$ cat config.mk
export PLATFORM = sky130hd
export DESIGN_NAME = ring_deque_with_cursor
export DESIGN_NICKNAME = d
export VERILOG_FILES = /design/src/hw/rtl/rdq_pkg.sv /design/src/hw/rtl/rdq_store.sv /design/src/hw/rtl/ring_deque_with_cursor.sv
export VERILOG_INCLUDE_DIRS = /design/src /design/src/hw/rtl
export SDC_FILE = /design/constraint.sdc
export NUM_CORES = 2
export LEC_CHECK = 0
export ABC_AREA = 1
export BUFFER_PORTS_ARGS = -buffer_cell sky130_fd_sc_hd__buf_4
export CAP_MARGIN = 20
export CORE_MARGIN = 3
export CORE_UTILIZATION = 40
export CTS_CLUSTER_SIZE = 30
export DETAILED_ROUTE_END_ITERATION = 6
export HOLD_SLACK_MARGIN = 0.06
export PLACE_DENSITY_LB_ADDON = 0.12
export SLEW_MARGIN = 15
export SYNTH_ARGS = -nofsm -noshare
export SYNTH_HDL_FRONTEND = slang
export SYNTH_SLANG_ARGS = --single-unit
$ cat constraint.sdc
create_clock -name i_clk -period 4.82 [get_ports i_clk]
set_input_delay 0.241 -clock i_clk [delete_from_list [all_inputs] [get_ports i_clk]]
set_output_delay 0.241 -clock i_clk [all_outputs]
set_load 0.01 [all_outputs]
$ cat src/hw/rtl/ring_deque_with_cursor_assert.svh
// Assertion macros shared by the ring deque RTL.
// Expects i_clk and i_rst_n in the scope where a macro is used.
`ifndef RING_DEQUE_WITH_CURSOR_ASSERT_SVH
`define RING_DEQUE_WITH_CURSOR_ASSERT_SVH

// Same-cycle implication, disabled while reset is held.
`define RDQ_ASSERT_IMP(lbl, pre, post, msg) \
    lbl: assert property (@(posedge i_clk) disable iff (!i_rst_n) (pre) |-> (post)) \
        else $error(msg);

// Next-cycle implication, disabled while reset is held.
`define RDQ_ASSERT_NXT(lbl, pre, post, msg) \
    lbl: assert property (@(posedge i_clk) disable iff (!i_rst_n) (pre) |=> (post)) \
        else $error(msg);

`endif

$ cat src/hw/rtl/rdq_pkg.sv
// Package for the ring deque: sizes, operation and status codes, store request type.
// Used by rdq_store and ring_deque_with_cursor; depends on nothing.
`timescale 1ns / 1ps

package rdq_pkg;

    localparam int DEPTH  = 64;
    localparam int DATA_W = 32;
    localparam int PTR_W  = (DEPTH > 1) ? $clog2(DEPTH) : 1;
    localparam int CNT_W  = $clog2(DEPTH + 1);
    localparam int SUM_W  = PTR_W + 1;

    localparam int OP_W       = 4;
    localparam int DIN_W      = 32;
    localparam int DOUT_W     = 32;
    localparam int STAT_W     = 2;
    localparam int IN_FLD_W   = OP_W + DIN_W;
    localparam int IN_TDATA_W = ((IN_FLD_W + 7) / 8) * 8;
    localparam int OUT_FLD_W  = DOUT_W + STAT_W + CNT_W;
    localparam int OUT_TDATA_W = ((OUT_FLD_W + 7) / 8) * 8;

    typedef enum logic [OP_W-1:0] {
        OP_PUSH_FRONT = 4'd0,
        OP_PUSH_BACK  = 4'd1,
        OP_POP_FRONT  = 4'd2,
        OP_POP_BACK   = 4'd3,
        OP_FIRST      = 4'd4,
        OP_LAST       = 4'd5,
        OP_NEXT       = 4'd6,
        OP_PREV       = 4'd7,
        OP_GET        = 4'd8,
        OP_CLEAR      = 4'd9
    } t_op;

    typedef enum logic [STAT_W-1:0] {
        ST_OK    = 2'd0,
        ST_EMPTY = 2'd1,
        ST_FULL  = 2'd2
    } t_status;

    typedef struct packed {
        logic              we;
        logic [PTR_W-1:0]  waddr;
        logic [DATA_W-1:0] wdata;
        logic              re;
        logic [PTR_W-1:0]  raddr;
    } t_store_req;

    // Ring slot that follows slot i.
    function automatic logic [PTR_W-1:0] slot_inc(input logic [PTR_W-1:0] i);
        return (i == PTR_W'(DEPTH - 1)) ? '0 : i + 1'b1;
    endfunction

    // Ring slot that precedes slot i.
    function automatic logic [PTR_W-1:0] slot_dec(input logic [PTR_W-1:0] i);
        return (i == '0) ? PTR_W'(DEPTH - 1) : i - 1'b1;
    endfunction

    // Physical slot of logical position pos counted from base.
    function automatic logic [PTR_W-1:0] slot_add(input logic [PTR_W-1:0] base,
                                                  input logic [CNT_W-1:0] pos);
        logic [SUM_W-1:0] s;
        s = SUM_W'(base) + SUM_W'(pos);
        if (s >= SUM_W'(DEPTH)) begin
            s = s - SUM_W'(DEPTH);
        end
        return s[PTR_W-1:0];
    endfunction

endpackage

$ cat src/hw/rtl/rdq_store.sv
// Entry store of the ring deque: one write port and one read port, read data registered.
// Depends on rdq_pkg for sizes and the request struct.
`timescale 1ns / 1ps

module rdq_store
    import rdq_pkg::*;
(
    input  logic              i_clk,
    input  t_store_req        i_req,
    output logic [DATA_W-1:0] o_rd_data
);

    logic [DATA_W-1:0] r_mem [DEPTH];
    logic [DATA_W-1:0] r_rd_data;

    always_ff @(posedge i_clk) begin
        if (i_req.we) begin
            r_mem[i_req.waddr] <= i_req.wdata;
        end
    end

    // The read data holds until the next read, so a stalled result keeps its word.
    always_ff @(posedge i_clk) begin
        if (i_req.re) begin
            r_rd_data <= r_mem[i_req.raddr];
        end
    end

    assign o_rd_data = r_rd_data;

endmodule

$ cat src/hw/rtl/ring_deque_with_cursor.sv
// Bounded double-ended queue with a circular cursor, kept in a ring store.
// Usage: each word on the slave stream carries one operation (push or pop at
// either end, place the cursor on the first or last entry, step it forward or
// back with wrap-around, read the entry under it, or clear). The master stream
// returns exactly one word per operation, in order: the data word (popped or
// under the cursor, zero otherwise), a status (ok, empty or no cursor, full)
// and the entry count after the operation.
// The result is registered and appears in the cycle after its word is accepted.
// Throughput is one operation per cycle unless the receiver stalls; the pointer
// update, one store write or read and the result register finish on acceptance.
// A stalled receiver is absorbed by the result register: a new operation is
// still taken in the cycle in which the pending result is taken, and input is
// held off only while a result waits and the receiver is not ready.
// Reset (synchronous, active low) empties the queue and drops the cursor;
// the store itself is not cleared, since only pushed entries are ever read.
// Depends on rdq_pkg, rdq_store and ring_deque_with_cursor_assert.svh.
`timescale 1ns / 1ps
`include "ring_deque_with_cursor_assert.svh"

module ring_deque_with_cursor
    import rdq_pkg::*;
(
    input  logic                   i_clk,
    input  logic                   i_rst_n,
    input  logic                   s_axis_tvalid,
    output logic                   s_axis_tready,
    // Fields from bit 0 up: op (4), data_in (32), zero padding.
    input  logic [IN_TDATA_W-1:0]  s_axis_tdata,
    output logic                   m_axis_tvalid,
    input  logic                   m_axis_tready,
    // Fields from bit 0 up: data_out (32), status (2), count (7), zero padding.
    output logic [OUT_TDATA_W-1:0] m_axis_tdata
);

    // Queue state.
    logic [PTR_W-1:0] r_head, n_head;
    logic [CNT_W-1:0] r_count, n_count;
    logic [PTR_W-1:0] r_cur, n_cur;
    logic             r_cv, n_cv;

    // Result register.
    logic             r_out_valid;
    t_status          r_out_status, n_status;
    logic [CNT_W-1:0] r_out_count;
    logic             r_out_has_data, n_has_data;

    logic             w_acc;
    t_op              w_op;
    logic [DIN_W-1:0] w_din;
    logic             w_empty, w_full;
    logic [PTR_W-1:0] w_tail, w_head_inc, w_head_dec;
    t_store_req       w_req;
    logic [DATA_W-1:0] w_rd_data;
    logic [DOUT_W-1:0] w_dout;

    // Terms used by the checks at the end of the module.
    logic                 w_full_push;
    logic                 w_full_flagged;
    logic                 w_count_move;
    logic                 w_count_step_ok;
    logic [CNT_W+PTR_W:0] w_state;

    // A new word goes in whenever the result register is free or being emptied.
    assign s_axis_tready = !r_out_valid || m_axis_tready;
    assign w_acc         = s_axis_tvalid && s_axis_tready;

    assign w_op  = t_op'(s_axis_tdata[OP_W-1:0]);
    assign w_din = s_axis_tdata[OP_W +: DIN_W];

    assign w_empty    = (r_count == '0);
    assign w_full     = (r_count == CNT_W'(DEPTH));
    assign w_tail     = slot_add(r_head, r_count - 1'b1);
    assign w_head_inc = slot_inc(r_head);
    assign w_head_dec = slot_dec(r_head);

    // Next state and store access for the operation on the input.
    always_comb begin
        n_head     = r_head;
        n_count    = r_count;
        n_cur      = r_cur;
        n_cv       = r_cv;
        n_status   = ST_OK;
        n_has_data = 1'b0;
        w_req.we    = 1'b0;
        w_req.waddr = r_head;
        w_req.wdata = DATA_W'(w_din);
        w_req.re    = 1'b0;
        w_req.raddr = r_head;

        case (w_op)
            OP_PUSH_FRONT: begin
                if (w_full) begin
                    n_status = ST_FULL;
                end else begin
                    n_head      = w_head_dec;
                    w_req.we    = 1'b1;
                    w_req.waddr = w_head_dec;
                    n_count     = r_count + 1'b1;
                end
            end
            OP_PUSH_BACK: begin
                if (w_full) begin
                    n_status = ST_FULL;
                end else begin
                    w_req.we    = 1'b1;
                    w_req.waddr = slot_add(r_head, r_count);
                    n_count     = r_count + 1'b1;
                end
            end
            OP_POP_FRONT: begin
                if (w_empty) begin
                    n_status = ST_EMPTY;
                end else begin
                    w_req.re    = 1'b1;
                    w_req.raddr = r_head;
                    n_has_data  = 1'b1;
                    // Popping the entry under the cursor drops the cursor.
                    if (r_cv && r_cur == r_head) begin
                        n_cv = 1'b0;
                    end
                    n_head  = w_head_inc;
                    n_count = r_count - 1'b1;
                end
            end
            OP_POP_BACK: begin
                if (w_empty) begin
                    n_status = ST_EMPTY;
                end else begin
                    w_req.re    = 1'b1;
                    w_req.raddr = w_tail;
                    n_has_data  = 1'b1;
                    if (r_cv && r_cur == w_tail) begin
                        n_cv = 1'b0;
                    end
                    n_count = r_count - 1'b1;
                end
            end
            OP_FIRST, OP_LAST: begin
                if (w_empty) begin
                    n_status = ST_EMPTY;
                end else begin
                    n_cur       = (w_op == OP_FIRST) ? r_head : w_tail;
                    n_cv        = 1'b1;
                    w_req.re    = 1'b1;
                    w_req.raddr = n_cur;
                    n_has_data  = 1'b1;
                end
            end
            OP_NEXT, OP_PREV, OP_GET: begin
                if (!r_cv || w_empty) begin
                    n_status = ST_EMPTY;
                end else begin
                    // Stepping past either end wraps to the other end.
                    if (w_op == OP_NEXT) begin
                        n_cur = (r_cur == w_tail) ? r_head : slot_inc(r_cur);
                    end else if (w_op == OP_PREV) begin
                        n_cur = (r_cur == r_head) ? w_tail : slot_dec(r_cur);
                    end
                    w_req.re    = 1'b1;
                    w_req.raddr = n_cur;
                    n_has_data  = 1'b1;
                end
            end
            OP_CLEAR: begin
                n_head  = '0;
                n_count = '0;
                n_cv    = 1'b0;
            end
            default: begin
                // Unused codes leave everything as it is.
            end
        endcase

        // Nothing touches the store unless the word is actually taken.
        w_req.we = w_req.we && w_acc;
        w_req.re = w_req.re && w_acc;
    end

    rdq_store u_store (
        .i_clk     (i_clk),
        .i_req     (w_req),
        .o_rd_data (w_rd_data)
    );

    always_ff @(posedge i_clk) begin
        if (!i_rst_n) begin
            r_head      <= '0;
            r_count     <= '0;
            r_cur       <= '0;
            r_cv        <= 1'b0;
            r_out_valid <= 1'b0;
        end else begin
            if (w_acc) begin
                r_head      <= n_head;
                r_count     <= n_count;
                r_cur       <= n_cur;
                r_cv        <= n_cv;
                r_out_valid <= 1'b1;
            end else if (m_axis_tready) begin
                r_out_valid <= 1'b0;
            end
        end
    end

    // Result payload; the store's read register supplies the data word.
    always_ff @(posedge i_clk) begin
        if (w_acc) begin
            r_out_status   <= n_status;
            r_out_count    <= n_count;
            r_out_has_data <= n_has_data;
        end
    end

    assign w_dout        = r_out_has_data ? DOUT_W'(w_rd_data) : '0;
    assign m_axis_tvalid = r_out_valid;
    assign m_axis_tdata  = OUT_TDATA_W'({r_out_count, r_out_status, w_dout});

    assign w_full_push     = w_acc && w_full
                             && (w_op == OP_PUSH_FRONT || w_op == OP_PUSH_BACK);
    assign w_full_flagged  = (r_out_status == ST_FULL) && w_full;
    assign w_count_move    = w_acc && (w_op != OP_CLEAR);
    assign w_count_step_ok = (n_count == r_count) || (n_count == r_count + 1'b1)
                             || (n_count == r_count - 1'b1);
    assign w_state         = {r_count, r_head, r_cv};

    `RDQ_ASSERT_IMP(a_cursor_needs_entries, r_cv, r_count != '0, "cursor valid on empty queue")
    `RDQ_ASSERT_NXT(a_full_push_flagged, w_full_push, w_full_flagged, "full push not flagged")
    `RDQ_ASSERT_IMP(a_count_single_step, w_count_move, w_count_step_ok, "count jumped")
    `RDQ_ASSERT_NXT(a_idle_state_holds, !w_acc, $stable(w_state), "state changed while idle")

endmodule

==> key figures <==
Status
  – Status: finished clean

Detailed routing
  – Detailed-route DRC error count: 0
  – Vias per cell: 5.42
  – Post-DRT Antenna Nets: 0
  – Routed len/inst: 25.2 um
  – Drt total wl: 309000 um
  – Vias after detailed routing: 66498
  – Initial DRC Count: 6346
  – Drt pass-1 iters: 6

Setup path
  – CP required: 5430 ps
  – WP data arrival: 5170 ps
  – Reg-to-Reg Start: r_count[0]
  – CP max stage delay: 610 ps
  – CP startpoint kind: flip-flop
  – Worst setup EP type: flip-flop
  – CP max FO: 19
  – Crit path cell chain: inv_1, buf_4, ha_1, inv_1, fa_2, xor2_1, nand3_1, a21oi_1, nand2_1, nor2_2, nand3_2, buf_4, buf_4, o21ai_0, nand3_1, a22oi_2, buf_4, buf_12, buf_4, nand3_1, nand3_2, nand2_1
  – Worst reg2reg path depth: 22
  – Reg2reg end: u_store.o_rd_data[26]
  – Most common cell on crit path: buf_4
  – Setup CP Type: reg -> reg
  – Worst path slowest cell: fa_2
  – FF-to-FF setup slack: 250 ps

Yosys
  – Yosys warnings: 0
  – Ys async rst share: 0%
  – Post-synth cell types: 54
  – Syn_area_per_cell: 10.8 um^2
  – Largest cells by area after synthesis: edfxtp_1 67%, nand3_1 12%, nand2_1 8.5%
  – Area leader, netlist: edfxtp_1
  – Number of enable flip-flop cells after synthesis: 2090
  – Leading register cell type out of synthesis: edfxtp_1
  – Synthesized instance count: 8654
  – Seq/Total Area, Yosys: 67.6%
  – Yosys reg bits: 2111
  – Area of the mapped netlist: 0.0934 mm^2
  – Post-synth top area share: 67.2%

Power and ir drop
  – Reg power frac: 45.8%
  – Peak VDD IR: 0.309 mV
  – Sw Pwr: 0.0123 W
  – Clock power frac: 37.2%
  – Combinational fraction of design power: 16.9%
  – Power Internal: 0.0320 W
  – Leakage: 43.3 nW
  – Pwr per Cell Area: 402 mW/mm^2
  – Switch share: 27.7%

Worst hold path
  – Worst hold start: s_axis_tdata[3]
  – Hold depth: 5
  – Worst Hold End: r_cur[5]
  – Worst min path class: in -> reg

STA
  – Final TNS setup: 0 ps
  – Slew HR: 25.9%
  – Fmax: 219 MHz
  – Fin crit share: 94.7%
  – Slew Limit Fails: 0
  – Crit path time final: 4570 ps
  – Worst slew pin tran: 1110 ps
  – Final setup fails: 0
  – RSZ-0062 raised after global routing: yes
  – Worst setup margin: 254 ps
  – Fin. Hold Viols: 0
  – Final Skew: 29.9 ps

Cells and area
  – Layout Nets: 9111
  – Layout area overhead: 18.1%
  – Commonest non-fill, non-tap cell in the layout: nand3_1
  – Commonest cells after routing, fill and taps aside: 2172 x nand3_1, 2118 x nand2_1, 2090 x edfxtp_1
  – # fillers: 20951
  – Finished Layout Cells: 12260
  – Share of layout cells above drive strength 1: 12.5%
  – Final Instance Area: 0.110 mm^2

CTS
  – Worst skew pair latency: 870 ps
  – Clk sinks: 2111
  – Root buffer cell: clkbuf_16
  – TritonCTS clock tree: built
  – Clock buffer depth: 3
  – Clk pin slew, worst setup/hold paths: 60 ps
  – H-tree depth reported by CTS: 4
  – Num CTS Buffers: 227

Placement
  – Count of buffers from port buffering: 82
  – GPL Wtd Cong: 0.840
  – Placed cell area: 0.102 mm^2
  – Pre-CTS setup slack: -192 ps
  – Dpl hpwl: 176000 um
  – Placed Cells incl. Taps: 11765

Floorplanning
  – Die area: 0.239 mm^2
  – Die Y: 489 um
  – Die X: 489 um
  – Ports: 94
  – CORE AREA: 0.231 mm^2
  – FP Rows: 176
  – Initial Utilization: 40.4%

Global route
  – Vias in the first global route: 63429
  – GRT overflow: 0
  – Total GRT Usage: 25.0%
  – Initial antenna violation count: 6
  – Largest net degree at the start of global routing: 103
  – Global-route wire length before repair: 441000 um

Job
  – Max-cap viol count: 0
final cells by class:
cell class	count	area [um^2]	share of cell area (%)
Timing Repair Buffer	740	8200	7.43
Multi-Input combinational cell	5077	24900	22.6
Clock inverter	109	876	0.794
Tap cell	3026	3790	3.43
Inverter	890	3350	3.04
Antenna cell	4	10.0	0.00907
Clock buffer	303	6040	5.47
Sequential cell	2111	63200	57.3
worst max-delay path: cells and delay by family (launching register included):
family / cells / cell delay, ps
compound gates: 3 / 520
xor+xnor: 1 / 160
fa+ha+maj: 2 / 810
buf+inv: 8 / 1370
flops: 1 / 310
simple gates: 8 / 1140
per-layer routing:
layer | GRT usage (%) | part of all wire [%] | up-vias
met2 | 41.2 | 48 | 2201
li1 | - | - | 30606
met4 | 7.58 | 3.4 | 0
met1 | 34.7 | 43 | 33198
met3 | 3.04 | 5.9 | 493
met5 | 0 | 0 | -
through the flow:
| step | util, % | hold WS [ps] | total power, W |
|---|---|---|---|
| 3_3_place_gp | 44.1 | 504 | 0.0278 |
| 6_report | 47.7 | 142 | 0.0443 |
| 4_1_cts | 47.3 | 75.4 | 0.0443 |
| 3_5_place_dp | 44.1 | 521 | 0.0278 |
| 2_1_floorplan | - | 340 | 0.0246 |
| 5_1_grt | 47.7 | 173 | 0.0459 |
worst max-delay path by stage:
stage	from	to	slack, ps
finish	r_count[0]	u_store.o_rd_data[26]	250
floorplan	r_count[0]	u_store.r_mem[16][0]	740
global route	r_count[0]	u_store.o_rd_data[2]	-70
global placement	r_count[0]	u_store.o_rd_data[17]	-260
detailed placement	r_count[0]	u_store.o_rd_data[17]	-190
CTS	r_count[1]	u_store.o_rd_data[11]	20
registers in the layout, summed over array words and instances (netlist names):
register           cells
u_store.o_rd_data     32
r_out_status           2
r_cur                  6
r_out_count            7
r_head                 6
r_count                7
r_cv                   1
r_out_has_data         1
u_store.r_mem       2048
m_axis_tvalid          1
cell usage after synthesis, drive strengths merged, types with 7 or more instances:
cell	count
xor2	10
o21ai	54
clkbuf	135
nand2	2125
nand3b	388
nand3	2223
nand4	7
buf	448
nor2	139
edfxtp	2090
a21oi	45
ha	18
dfxtp	21
inv	888
logic make-up after synthesis:
kind of cell / synth area share (%)
compound gates: 0.942
xor+xnor: 0.131
fa+ha+maj: 0.284
buf+inv: 6.68
flops: 67.6
other cells: 0.00401
simple gates: 24.3
repair_timing:
action	in CTS	in global routing
hold buffers	40	0
gates resized for setup	8	91
endpoints found under the hold margin	2042	0
cloned	0	13
endpoints found under the setup margin	5	32
setup buffers	0	29
pin swaps	0	7
power groups by stage:
| stage | registers [W] | logic (W) | clock network (W) |
|---|---|---|---|
| finish | 0.0203 | 0.00750 | 0.0165 |
| global route | 0.0203 | 0.00811 | 0.0175 |
| CTS | 0.0203 | 0.00719 | 0.0168 |
| detailed placement | 0.0207 | 0.00713 | 0 |
| global placement | 0.0207 | 0.00711 | 0 |
| floorplan | 0.0207 | 0.00390 | 0 |
Note: power is estimated with default switching activity, not from simulation.
